## src/rtl/mle_pkg.sv

```systemverilog
package mle_pkg;

  localparam int CHAR_W  = 8;
  localparam int PITCH_W = 2;
  localparam int DUR_W   = 16;
  localparam int CFG_IDX_W = 2;
  localparam int SYM_CNT_W = 3;
  localparam int SYM_PAT_W = 4;

  // pitch codes
  localparam logic [PITCH_W-1:0] PITCH_SILENT = 2'd0;
  localparam logic [PITCH_W-1:0] PITCH_HIGH   = 2'd1;
  localparam logic [PITCH_W-1:0] PITCH_LOW    = 2'd2;

  // configuration register indexes
  localparam logic [CFG_IDX_W-1:0] REG_DOT_TIME   = 2'd0;
  localparam logic [CFG_IDX_W-1:0] REG_DASH_TIME  = 2'd1;
  localparam logic [CFG_IDX_W-1:0] REG_SYMBOL_GAP = 2'd2;
  localparam logic [CFG_IDX_W-1:0] REG_LETTER_GAP = 2'd3;

  // register reset values
  localparam logic [DUR_W-1:0] DOT_TIME_RST   = 16'd100;
  localparam logic [DUR_W-1:0] DASH_TIME_RST  = 16'd400;
  localparam logic [DUR_W-1:0] SYMBOL_GAP_RST = 16'd100;
  localparam logic [DUR_W-1:0] LETTER_GAP_RST = 16'd600;

  // ASCII bounds
  localparam logic [CHAR_W-1:0] CHAR_UPPER_A = 8'h41;
  localparam logic [CHAR_W-1:0] CHAR_UPPER_Z = 8'h5A;
  localparam logic [CHAR_W-1:0] CHAR_LOWER_A = 8'h61;
  localparam logic [CHAR_W-1:0] CHAR_LOWER_Z = 8'h7A;

  typedef struct packed {
    logic                 is_letter;
    logic [SYM_CNT_W-1:0] count;    // symbols in the letter, 1..4
    logic [SYM_PAT_W-1:0] pattern;  // first symbol at msb, 1 = dash
  } morse_code_t;

  // Morse table; the function left aligns each pattern
  function automatic morse_code_t morse_lookup(input logic [CHAR_W-1:0] c);
    logic [4:0]           idx;
    logic [SYM_CNT_W-1:0] n;
    logic [SYM_PAT_W-1:0] b;
    morse_code_t          r;
    idx = 5'd0;
    n   = 3'd1;
    b   = 4'h0;
    r.is_letter = 1'b0;
    if (c >= CHAR_UPPER_A && c <= CHAR_UPPER_Z) begin
      r.is_letter = 1'b1;
      idx = 5'(c - CHAR_UPPER_A);
    end else if (c >= CHAR_LOWER_A && c <= CHAR_LOWER_Z) begin
      r.is_letter = 1'b1;
      idx = 5'(c - CHAR_LOWER_A);
    end
    case (idx)
      5'd0:  begin n = 3'd2; b = 4'h1; end
      5'd1:  begin n = 3'd4; b = 4'h8; end
      5'd2:  begin n = 3'd4; b = 4'hA; end
      5'd3:  begin n = 3'd3; b = 4'h4; end
      5'd4:  begin n = 3'd1; b = 4'h0; end
      5'd5:  begin n = 3'd4; b = 4'h2; end
      5'd6:  begin n = 3'd3; b = 4'h6; end
      5'd7:  begin n = 3'd4; b = 4'h0; end
      5'd8:  begin n = 3'd2; b = 4'h0; end
      5'd9:  begin n = 3'd4; b = 4'h7; end
      5'd10: begin n = 3'd3; b = 4'h5; end
      5'd11: begin n = 3'd4; b = 4'h4; end
      5'd12: begin n = 3'd2; b = 4'h3; end
      5'd13: begin n = 3'd2; b = 4'h2; end
      5'd14: begin n = 3'd3; b = 4'h7; end
      5'd15: begin n = 3'd4; b = 4'h6; end
      5'd16: begin n = 3'd4; b = 4'hD; end
      5'd17: begin n = 3'd3; b = 4'h2; end
      5'd18: begin n = 3'd3; b = 4'h0; end
      5'd19: begin n = 3'd1; b = 4'h1; end
      5'd20: begin n = 3'd3; b = 4'h1; end
      5'd21: begin n = 3'd4; b = 4'h1; end
      5'd22: begin n = 3'd3; b = 4'h3; end
      5'd23: begin n = 3'd4; b = 4'h9; end
      5'd24: begin n = 3'd4; b = 4'hB; end
      5'd25: begin n = 3'd4; b = 4'hC; end
      default: begin n = 3'd1; b = 4'h0; end
    endcase
    r.count   = n;
    r.pattern = SYM_PAT_W'(b << (3'd4 - n));
    return r;
  endfunction

endpackage

```

## src/rtl/mle_if.sv

```systemverilog
// character channel
interface mle_char_if import mle_pkg::*; ();
  logic              valid;
  logic              ready;
  logic [CHAR_W-1:0] char_code;

  modport source (output valid, output char_code, input ready);
  modport sink   (input valid, input char_code, output ready);
endinterface

// segment channel
interface mle_seg_if import mle_pkg::*; ();
  logic               valid;
  logic               ready;
  logic               light_on;
  logic [PITCH_W-1:0] pitch;
  logic [DUR_W-1:0]   duration_ms;
  logic               last;

  modport source (output valid, output light_on, output pitch, output duration_ms,
                  output last, input ready);
  modport sink   (input valid, input light_on, input pitch, input duration_ms,
                  input last, output ready);
endinterface

```

## src/rtl/morse_letter_encoder_core.sv

```systemverilog
// A letter is taken at the fetch step; the step counter then goes to the keyed step, from
// which its first segment is registered. A letter of n symbols gives 2*n+1 segments, one
// segment per cycle from the microcode step counter while the output does not stall; a
// non-letter gives no segment. Output stalls hold the step counter in place.
// Reset (synchronous, active high): step counter to fetch, output empty, timing registers
// to their default values.
module morse_letter_encoder_core import mle_pkg::*; (
  input  logic                 clk,
  input  logic                 rst,
  input  logic                 cfg_we,
  input  logic [CFG_IDX_W-1:0] cfg_index,
  input  logic [DUR_W-1:0]     cfg_wdata,
  mle_char_if.sink             char_in,
  mle_seg_if.source            seg_out
);

  typedef logic [1:0] step_t;

  localparam step_t STEP_FETCH = 2'd0;
  localparam step_t STEP_KEY   = 2'd1;
  localparam step_t STEP_GAP   = 2'd2;
  localparam step_t STEP_CLOSE = 2'd3;

  typedef enum logic [1:0] {SEG_NONE, SEG_KEY, SEG_GAP, SEG_CLOSE} seg_t;
  typedef enum logic [1:0] {COND_ALWAYS, COND_LETTER, COND_MORE_SYM} cond_t;

  typedef struct packed {
    logic  take_in;
    seg_t  seg;
    cond_t cond;
    step_t jump;   // taken when cond holds
    step_t fall;   // taken otherwise
  } ctl_word_t;

  // microcode program
  function automatic ctl_word_t ucode(input step_t s);
    ctl_word_t w;
    case (s)
      STEP_FETCH: w = '{1'b1, SEG_NONE,  COND_LETTER,   STEP_KEY,   STEP_FETCH};
      STEP_KEY:   w = '{1'b0, SEG_KEY,   COND_ALWAYS,   STEP_GAP,   STEP_GAP};
      STEP_GAP:   w = '{1'b0, SEG_GAP,   COND_MORE_SYM, STEP_KEY,   STEP_CLOSE};
      STEP_CLOSE: w = '{1'b0, SEG_CLOSE, COND_ALWAYS,   STEP_FETCH, STEP_FETCH};
      default:    w = '{1'b0, SEG_NONE,  COND_ALWAYS,   STEP_FETCH, STEP_FETCH};
    endcase
    return w;
  endfunction

  // timing registers
  logic [DUR_W-1:0] dot_time;
  logic [DUR_W-1:0] dash_time;
  logic [DUR_W-1:0] symbol_gap;
  logic [DUR_W-1:0] letter_gap;

  always_ff @(posedge clk) begin
    if (rst) begin
      dot_time   <= DOT_TIME_RST;
      dash_time  <= DASH_TIME_RST;
      symbol_gap <= SYMBOL_GAP_RST;
      letter_gap <= LETTER_GAP_RST;
    end else if (cfg_we) begin
      case (cfg_index)
        REG_DOT_TIME:   dot_time   <= cfg_wdata;
        REG_DASH_TIME:  dash_time  <= cfg_wdata;
        REG_SYMBOL_GAP: symbol_gap <= cfg_wdata;
        REG_LETTER_GAP: letter_gap <= cfg_wdata;
        default: ;
      endcase
    end
  end

  // sequencer state
  step_t                step;
  logic [SYM_CNT_W-1:0] remain;
  logic [SYM_PAT_W-1:0] pattern;
  logic                 out_valid;

  ctl_word_t   ctl;
  morse_code_t code;
  logic        slot_free;
  logic        go;
  logic        cond_true;
  logic        emit;
  logic [DUR_W:0] close_diff;
  logic [DUR_W-1:0] close_dur;

  assign ctl       = ucode(step);
  assign code      = morse_lookup(char_in.char_code);
  assign slot_free = !out_valid || seg_out.ready;
  assign emit      = (ctl.seg != SEG_NONE) && slot_free;
  assign go        = ctl.take_in ? char_in.valid : slot_free;

  // closing gap, saturated at zero
  assign close_diff = {1'b0, letter_gap} - {1'b0, symbol_gap};
  assign close_dur  = close_diff[DUR_W] ? '0 : close_diff[DUR_W-1:0];

  always_comb begin
    case (ctl.cond)
      COND_ALWAYS:   cond_true = 1'b1;
      COND_LETTER:   cond_true = code.is_letter;
      COND_MORE_SYM: cond_true = (remain != SYM_CNT_W'(1));
      default:       cond_true = 1'b0;
    endcase
  end

  assign char_in.ready = ctl.take_in;

  // step counter and output valid
  always_ff @(posedge clk) begin
    if (rst) begin
      step      <= STEP_FETCH;
      out_valid <= 1'b0;
    end else begin
      if (go) begin
        step <= cond_true ? ctl.jump : ctl.fall;
      end
      if (emit) begin
        out_valid <= 1'b1;
      end else if (seg_out.ready) begin
        out_valid <= 1'b0;
      end
    end
  end

  // symbol shifter and remaining count
  always_ff @(posedge clk) begin
    if (ctl.take_in && char_in.valid) begin
      remain  <= code.count;
      pattern <= code.pattern;
    end else if (ctl.seg == SEG_GAP && slot_free) begin
      remain  <= remain - SYM_CNT_W'(1);
      pattern <= {pattern[SYM_PAT_W-2:0], 1'b0};
    end
  end

  // output payload register
  always_ff @(posedge clk) begin
    if (emit) begin
      case (ctl.seg)
        SEG_KEY: begin
          seg_out.light_on    <= 1'b1;
          seg_out.pitch       <= pattern[SYM_PAT_W-1] ? PITCH_LOW : PITCH_HIGH;
          seg_out.duration_ms <= pattern[SYM_PAT_W-1] ? dash_time : dot_time;
          seg_out.last        <= 1'b0;
        end
        SEG_GAP: begin
          seg_out.light_on    <= 1'b0;
          seg_out.pitch       <= PITCH_SILENT;
          seg_out.duration_ms <= symbol_gap;
          seg_out.last        <= 1'b0;
        end
        default: begin
          seg_out.light_on    <= 1'b0;
          seg_out.pitch       <= PITCH_SILENT;
          seg_out.duration_ms <= close_dur;
          seg_out.last        <= 1'b1;
        end
      endcase
    end
  end

  assign seg_out.valid = out_valid;

  // checks
  a_letter_starts_key: assert property (@(posedge clk) disable iff (rst)
    (char_in.valid && char_in.ready && code.is_letter) |=> (step == STEP_KEY))
    else $error("letter accepted but sequencer did not go to keyed step");

  a_nonletter_stays: assert property (@(posedge clk) disable iff (rst)
    (char_in.valid && char_in.ready && !code.is_letter) |=> (step == STEP_FETCH))
    else $error("non-letter left the fetch step");

  a_keyed_fields: assert property (@(posedge clk) disable iff (rst)
    (seg_out.valid && seg_out.light_on) |-> (seg_out.pitch != PITCH_SILENT && !seg_out.last))
    else $error("keyed segment with silent pitch or last flag");

  a_close_silent: assert property (@(posedge clk) disable iff (rst)
    (seg_out.valid && seg_out.last) |-> (!seg_out.light_on && seg_out.pitch == PITCH_SILENT))
    else $error("closing segment is not silent");

endmodule

```

## src/flat_wrapper.sv

```systemverilog
// flat-port wrapper written by rule: the top's interface ports become plain ports
module morse_letter_encoder_core_flat import mle_pkg::*;
  (clk, rst, cfg_we, cfg_index, cfg_wdata, char_in_valid, char_in_char_code, char_in_ready, seg_out_valid, seg_out_light_on, seg_out_pitch, seg_out_duration_ms, seg_out_last, seg_out_ready);
  mle_char_if char_in_i ();
  mle_seg_if seg_out_i ();
  input  logic clk;
  input  logic rst;
  input  logic cfg_we;
  input  logic [CFG_IDX_W-1:0] cfg_index;
  input  logic [DUR_W-1:0] cfg_wdata;
  input wire logic [$bits(char_in_i.valid)-1:0] char_in_valid;
  input wire logic [$bits(char_in_i.char_code)-1:0] char_in_char_code;
  output wire logic [$bits(char_in_i.ready)-1:0] char_in_ready;
  output wire logic [$bits(seg_out_i.valid)-1:0] seg_out_valid;
  output wire logic [$bits(seg_out_i.light_on)-1:0] seg_out_light_on;
  output wire logic [$bits(seg_out_i.pitch)-1:0] seg_out_pitch;
  output wire logic [$bits(seg_out_i.duration_ms)-1:0] seg_out_duration_ms;
  output wire logic [$bits(seg_out_i.last)-1:0] seg_out_last;
  input wire logic [$bits(seg_out_i.ready)-1:0] seg_out_ready;
  assign char_in_i.valid = char_in_valid;
  assign char_in_i.char_code = char_in_char_code;
  assign char_in_ready = char_in_i.ready;
  assign seg_out_valid = seg_out_i.valid;
  assign seg_out_light_on = seg_out_i.light_on;
  assign seg_out_pitch = seg_out_i.pitch;
  assign seg_out_duration_ms = seg_out_i.duration_ms;
  assign seg_out_last = seg_out_i.last;
  assign seg_out_i.ready = seg_out_ready;
  morse_letter_encoder_core u_core (.clk(clk), .rst(rst), .cfg_we(cfg_we), .cfg_index(cfg_index), .cfg_wdata(cfg_wdata), .char_in(char_in_i), .seg_out(seg_out_i));
endmodule
```

## config.mk

```make
export PLATFORM = sky130hd
export DESIGN_NAME = morse_letter_encoder_core_flat
export DESIGN_NICKNAME = d
export VERILOG_FILES = /design/src/rtl/mle_pkg.sv /design/src/rtl/mle_if.sv /design/src/rtl/morse_letter_encoder_core.sv /design/src/flat_wrapper.sv
export SDC_FILE = /design/constraint.sdc
export NUM_CORES = 1
export LEC_CHECK = 0
export BUFFER_PORTS_ARGS = -buffer_cell sky130_fd_sc_hd__buf_2
export CORE_MARGIN = 5
export CORE_UTILIZATION = 27
export CTS_CLUSTER_DIAMETER = 40
export DETAILED_ROUTE_END_ITERATION = 6
export GPL_TIMING_DRIVEN = 1
export HOLD_SLACK_MARGIN = 0.15
export PLACE_DENSITY = 0.54
export SLEW_MARGIN = 25
export SYNTH_ARGS = -nofsm -noshare
export SYNTH_HDL_FRONTEND = slang
export SYNTH_SLANG_ARGS = --single-unit
```

## constraint.sdc

```tcl
create_clock -name clk -period 6.1 [get_ports clk]
set_input_delay 0.305 -clock clk [delete_from_list [all_inputs] [get_ports clk]]
set_output_delay 0.305 -clock clk [all_outputs]
set_load 0.01 [all_outputs]
```

* Word-level counts from Yosys, hierarchy flattened
Memories as Yosys holds them, arrays and structs flattened.
Cells that the tools add are included.
** Cells by class
- Add/subtract/negate cells :: 5
- $mul :: 0
- Div/mod/pow operators :: 0
- Order comparisons :: 4
- Equal/unequal tests :: 11
- Shifts and indexed selects :: 1
- Mux-type cells :: 20
- Bitwise operators :: 0
- Reduce and logical (&&, ||, !) cells :: 18
** Operator list (number)
- one-hot mux 9 bit (4 select lines) :: 1
- 2-to-1 mux 16 bit :: 2
- one-hot mux 16 bit (2 select lines) :: 1
- subtractor 16 x 16 -> 17 bit :: 1
- greater-or-equal comparator 8 x 7 -> 1 bit, second input constant :: 2
- less-or-equal comparator 8 x 7 -> 1 bit, second input constant :: 2
- == test 2 bit, second input constant :: 6
- 2-to-1 mux 5 bit :: 2
- subtractor 5 x 1 -> 5 bit, second input constant :: 2
- == test 2 x 1 -> 1 bit, second input constant :: 4
- 2-to-1 mux 4 bit :: 2
- AND reduction 2 bit :: 4
- 2-to-1 mux 1 bit :: 7
- zero test 2 bit :: 3
- 2-to-1 mux 3 bit :: 2
- nonzero test 2 bit :: 3
- logical AND 1 bit :: 5
- 2-to-1 mux 2 bit :: 2
- left shift 4 x 3 -> 4 bit :: 1
- != test 3 x 1 -> 1 bit, second input constant :: 1
- one-hot mux 1 bit (3 select lines) :: 1
- subtractor 3 x 1 -> 3 bit, second input constant :: 1
- subtractor 3 bit, first input constant :: 1
- OR reduction 2 bit :: 1
- other kinds (2) :: 2
** Storage, ports and cells
- Flip-flop bits (word level) :: 94
- Bits in latches :: 0
- Memory bits (writable) :: 0
- ROM bits :: 224
- Input port bits :: 31
- Output and inout bits :: 22
- Logic and storage cells :: 72
- Memories kept :: 1
** Memories
- (name not given) :: words 32, bits a word 7, rd ports 1, clocked after Yosys merged registers in 0, wr ports 0, RTL line mle_pkg.sv:56 : case (idx)

* Depth between registers and ports, before layout
An unclocked memory read counts as a cell.
- Depth after elaboration :: 8
- Gate-level depth with buffers :: 19

* Worst setup path after synthesis
OpenSTA, ideal clock, no wires.
- Path kind :: input -> register
- Start :: input char_in_char_code[0]
- End :: register u_core.pattern[3], data pin
- Arrival time :: 3.719 ns
- Data required time :: 5.955 ns
- Path slack :: 2.237 ns
- Stages on the path :: 19
- Buffers on the path :: 4
- Cell sequence :: buf_2 inv_1 ha_1 buf_4 or4b_4 o21a_1 buf_6 nand2_2 nor2_1 inv_1 ha_1 a31oi_2 nor3_1 o22a_1 buf_6 ha_1 inv_1 mux4_2 o21ai_1
** Between the ends
- Word-level cells in the longest chain between the ends :: 8
** RTL lines
- from (decl) :: RTL line flat_wrapper.sv:12 : input wire logic [$bits(char_in_i.char_code)-1:0] char_in_char_code;
- greater-or-equal comparator 8 x 7 -> 1 bit / less-or-equal comparator 8 x 7 -> 1 bit (equally long branches) :: RTL line mle_pkg.sv:52 : end else if (c >= CHAR_LOWER_A && c <= CHAR_LOWER_Z) begin
- logical AND 1 bit :: RTL line mle_pkg.sv:52
- 2-to-1 mux 5 bit :: RTL line mle_pkg.sv:52
- 2-to-1 mux 5 bit * :: RTL line mle_pkg.sv:49 : if (c >= CHAR_UPPER_A && c <= CHAR_UPPER_Z) begin
- memory read (32 x 7 bit) *
- subtractor 3 bit :: RTL line mle_pkg.sv:86 : r.pattern = SYM_PAT_W'(b << (3'd4 - n));
- left shift 4 x 3 -> 4 bit * :: RTL line mle_pkg.sv:86
- 2-to-1 mux 4 bit * :: RTL line morse_letter_encoder_core.sv:126 : if (ctl.take_in && char_in.valid) begin
- to (signal assigned) :: RTL line morse_letter_encoder_core.sv:128 : pattern <= code.pattern;
- to (signal assigned) :: RTL line morse_letter_encoder_core.sv:131 : pattern <= {pattern[SYM_PAT_W-2:0], 1'b0};
- to (decl) :: RTL line morse_letter_encoder_core.sv:74 : logic [SYM_PAT_W-1:0] pattern;
Mark *: on every way between the ends. The rest lies on a longest branch, timed or not.
A chain may end at the register's enable or synchronous reset.

* Final worst setup path
Same ends and word-level chain as after synthesis.

==> results.yml <==
logic_synthesis:
  synth-adder-area-share_pct: 7.98
  synth_compound_area_share_pct: 20.8
  synth_cells: 680
  ys_types: 76
  mappedNetlistNets: 746
  ys.flop_type: "dfxtp_1"
  synth_edf_count: 27
  synth_xor_area_share_pct: 1.53
  synth_area_mm2: 0.00571
  muxShareOfSynthArea_pct: 5.28
  synth_top_area_share_pct: 23.5
  synth_area_leader_cell: "dfxtp_1"
  ys_warn_count: 0
  synthTopCellsByArea: "dfxtp_1 (23%), edfxtp_1 (14%), nand2_1 (11%)"
  synthArstFlopShare_pct: 0
  synth-simple-area-share_pct: 21.5
  ys_seq_area_share_pct: 37.7
  synth_top_family_by_area: "simple AND/OR/NAND/NOR gates"
  syn_avg_cell_area_um2: 8.39
  synth-seq-cells: 94
grt:
  grt_pass1_vias: 4490
  grt_pass1_wl_um: 24000
  grt_max_degree: 68
  grt.total_usage_pct: 12.3
  overflow: 0
  antenna_found_initial: 5
route:
  drc: 0
  drtIter0Drc: 260
  dr.pass1.iters: 5
  vias: 4767
  via_per_inst: 4.82
  avgRoutedWirePerCell_um: 14.9
  wirelength_um: 14800
  ant_nets: 0
floorplanning:
  core_mm2: 0.0209
  io-pin-count: 53
  die_area_mm2: 0.0241
  die_x_um: 155
  die_h_um: 155
  start_util_pct: 27.3
  rows: 53
finish:
  fin_nets: 772
  syn_to_final_growth_pct: 13.6
  register_area_mm2: 0.00215
  fill_cells: 2226
  layout-drive-gt1-share_pct: 15.8
  fin_cells: 989
  multi_input_area_mm2: 0.00327
  utilization_pct: 31.0
clocking:
  clk_path_buf_depth: 2
  cts.sink_count: 94
  cts_max_level: 3
  cts_tree: "done"
  insertion_delay_ns: 0.35
  cts_resized: 0
  cts_buffers: 9
  cts_root_buf: "clkbuf_16"
  clk_pin_slew_ns: 0.06
  post-cts-setup-buffers: 0
  ctsHoldBuffers: 0
status:
  outcome: "finished clean"
critical_path:
  critPathCaptureType: "flip-flop"
  crit_chain: "buf_2 > inv_1 > ha_1 > or4b_4 > o21a_1 > nand2_2 > nor2_1 > inv_1 > ha_1 > a31oi_2 > nor3_1 > o22a_1 > ha_1 > inv_1 > mux4_2 > o21ai_1"
  r2r_slack_ns: 2.92
  arrival_ns: 4.33
  critPathBufInv: 4
  slowest_stage: "or4b_4"
  critPathRequiredTime_ns: 6.30
  max_stage_delay_ns: 0.51
  crit_family: "simple AND/OR/NAND/NOR gates"
  start_kind: "input port"
  critPathMaxFanout: 10
  criticalPathCategory: "input port to flip-flop"
sta:
  slew_headroom_pct: 30.9
  fin_crit_ns: 4.13
  slew_viol_final: 0
  setup_violations: 0
  final.setup_skew_ns: 0.00570
  fin_crit_sh_pct: 67.6
  hold_viol: 0
  tightest_slew_ns: 1.03
  setup_slack_ns: 1.97
  rsz0062_at_grt: "no"
  setup_tns_ns: 0
  whs_ns: 0.243
  clock.fmax_ghz: 0.242
place:
  hpwl_um: 10900
  place_ws_ns: 1.68
  portBuffers: 52
  place_inst: 970
  gp_congestion: 0.823
power:
  vdd_ir_drop_max_v: 0.000111
  powerDensity_mw_per_mm2: 309
  power_leakage_nw: 2.47
flow_run:
  maxCapViolations: 0
worst_hold_path:
  min_path_type: "input port to flip-flop"
## metrics by stage
stage               cell area (µm²)  total power [W]
floorplan                      5710          0.00124
global placement               6150          0.00142
detailed placement             6160          0.00142
CTS                            6480          0.00203
global route                   6480          0.00211
finish                         6480          0.00200
## final timing paths
check / endpoint / depth (start not counted) / from
min reg2reg: u_core.dot_time[14] / 2 / u_core.dot_time[14]
min: u_core.letter_gap[10] / 3 / cfg_wdata[10]
max: u_core.pattern[3] / 16 / char_in_char_code[0]
max reg2reg: u_core.seg_out.duration_ms[0] / 10 / u_core.symbol_gap[0]
## area by class of cell
class | count | area share, %
diodes | 3 | 0.116
clock buffers | 10 | 3.53
clock inverters | 6 | 1.31
inverters | 34 | 1.97
multi-input cells | 514 | 50.4
flip-flops and latches | 94 | 33.2
well taps | 275 | 5.31
repair buffers | 53 | 4.13
## metal layers
layer  up-vias  track usage, %  wire length, µm
met1      2193            17.8             7580
met3        23            2.06              535
met4         6            5.00              300
met5         -               0               47
li1       2464               -                -
met2        81            18.1             6300
## sequential cells by signal, indices dropped and copies added (netlist names)
signal	count
u_core.remain	3
u_core.seg_out.valid	1
u_core.letter_gap	16
u_core.pattern	4
u_core.symbol_gap	16
u_core.seg_out.pitch	2
u_core.step	2
u_core.dot_time	16
u_core.seg_out.light_on	1
u_core.dash_time	16
u_core.seg_out.duration_ms	16
u_core.seg_out.last	1
## cells in the mapped netlist, drive strengths merged (6+ instances only)
| cell type | instances |
|---|---|
| and3 | 6 |
| o21a | 9 |
| ha | 34 |
| mux2 | 20 |
| nand2 | 162 |
| nand3b | 14 |
| buf | 11 |
| nor2 | 24 |
| a21oi | 71 |
| clkbuf | 27 |
| o21ai | 28 |
| inv | 34 |
| dfxtp | 67 |
| a211oi | 10 |
| nor2b | 7 |
| edfxtp | 27 |
| nor3 | 13 |
| nand2b | 7 |
| xnor2 | 8 |
## worst reg2reg max path, delay by kind of cell (launching register included)
family,cells,cell delay [ns]
fa+ha+maj,2,0.60
buf+inv,1,0.06
compound gates,6,1.78
simple gates,1,0.09
flops,1,0.38
## cell usage in the layout (no fill, tap or decap), drive strengths merged, types with 6 or more instances in the layout
| cell | count |
|---|---|
| ha | 34 |
| clkbuf | 10 |
| dfxtp | 67 |
| inv | 35 |
| o21a | 9 |
| nand2b | 7 |
| buf | 53 |
| a211oi | 10 |
| a21oi | 71 |
| edfxtp | 27 |
| nor2 | 24 |
| nand2 | 162 |
| mux2 | 20 |
| nor2b | 7 |
| nor3 | 13 |
| o21ai | 28 |
| nand3b | 14 |
| xnor2 | 8 |
| and3 | 6 |
## logic make-up (layout without fill, tap and decap cells)
group | Yosys count | in the layout
compound gates | 178 | 178
xor+xnor | 10 | 10
fa+ha+maj | 36 | 36
buf+inv | 72 | 103
flops | 94 | 94
mux | 26 | 26
other cells | 0 | 3
simple gates | 264 | 264
## where the power goes
part | leakage, nW | internal (W) | switching, W | total [W]
clock network | 0.157 | 0.000359 | 0.000244 | 0.000603
logic | 1.50 | 0.000232 | 0.000360 | 0.000592
registers | 0.805 | 0.000762 | 0.0000460 | 0.000808
Power figures use the tool's default switching activity.
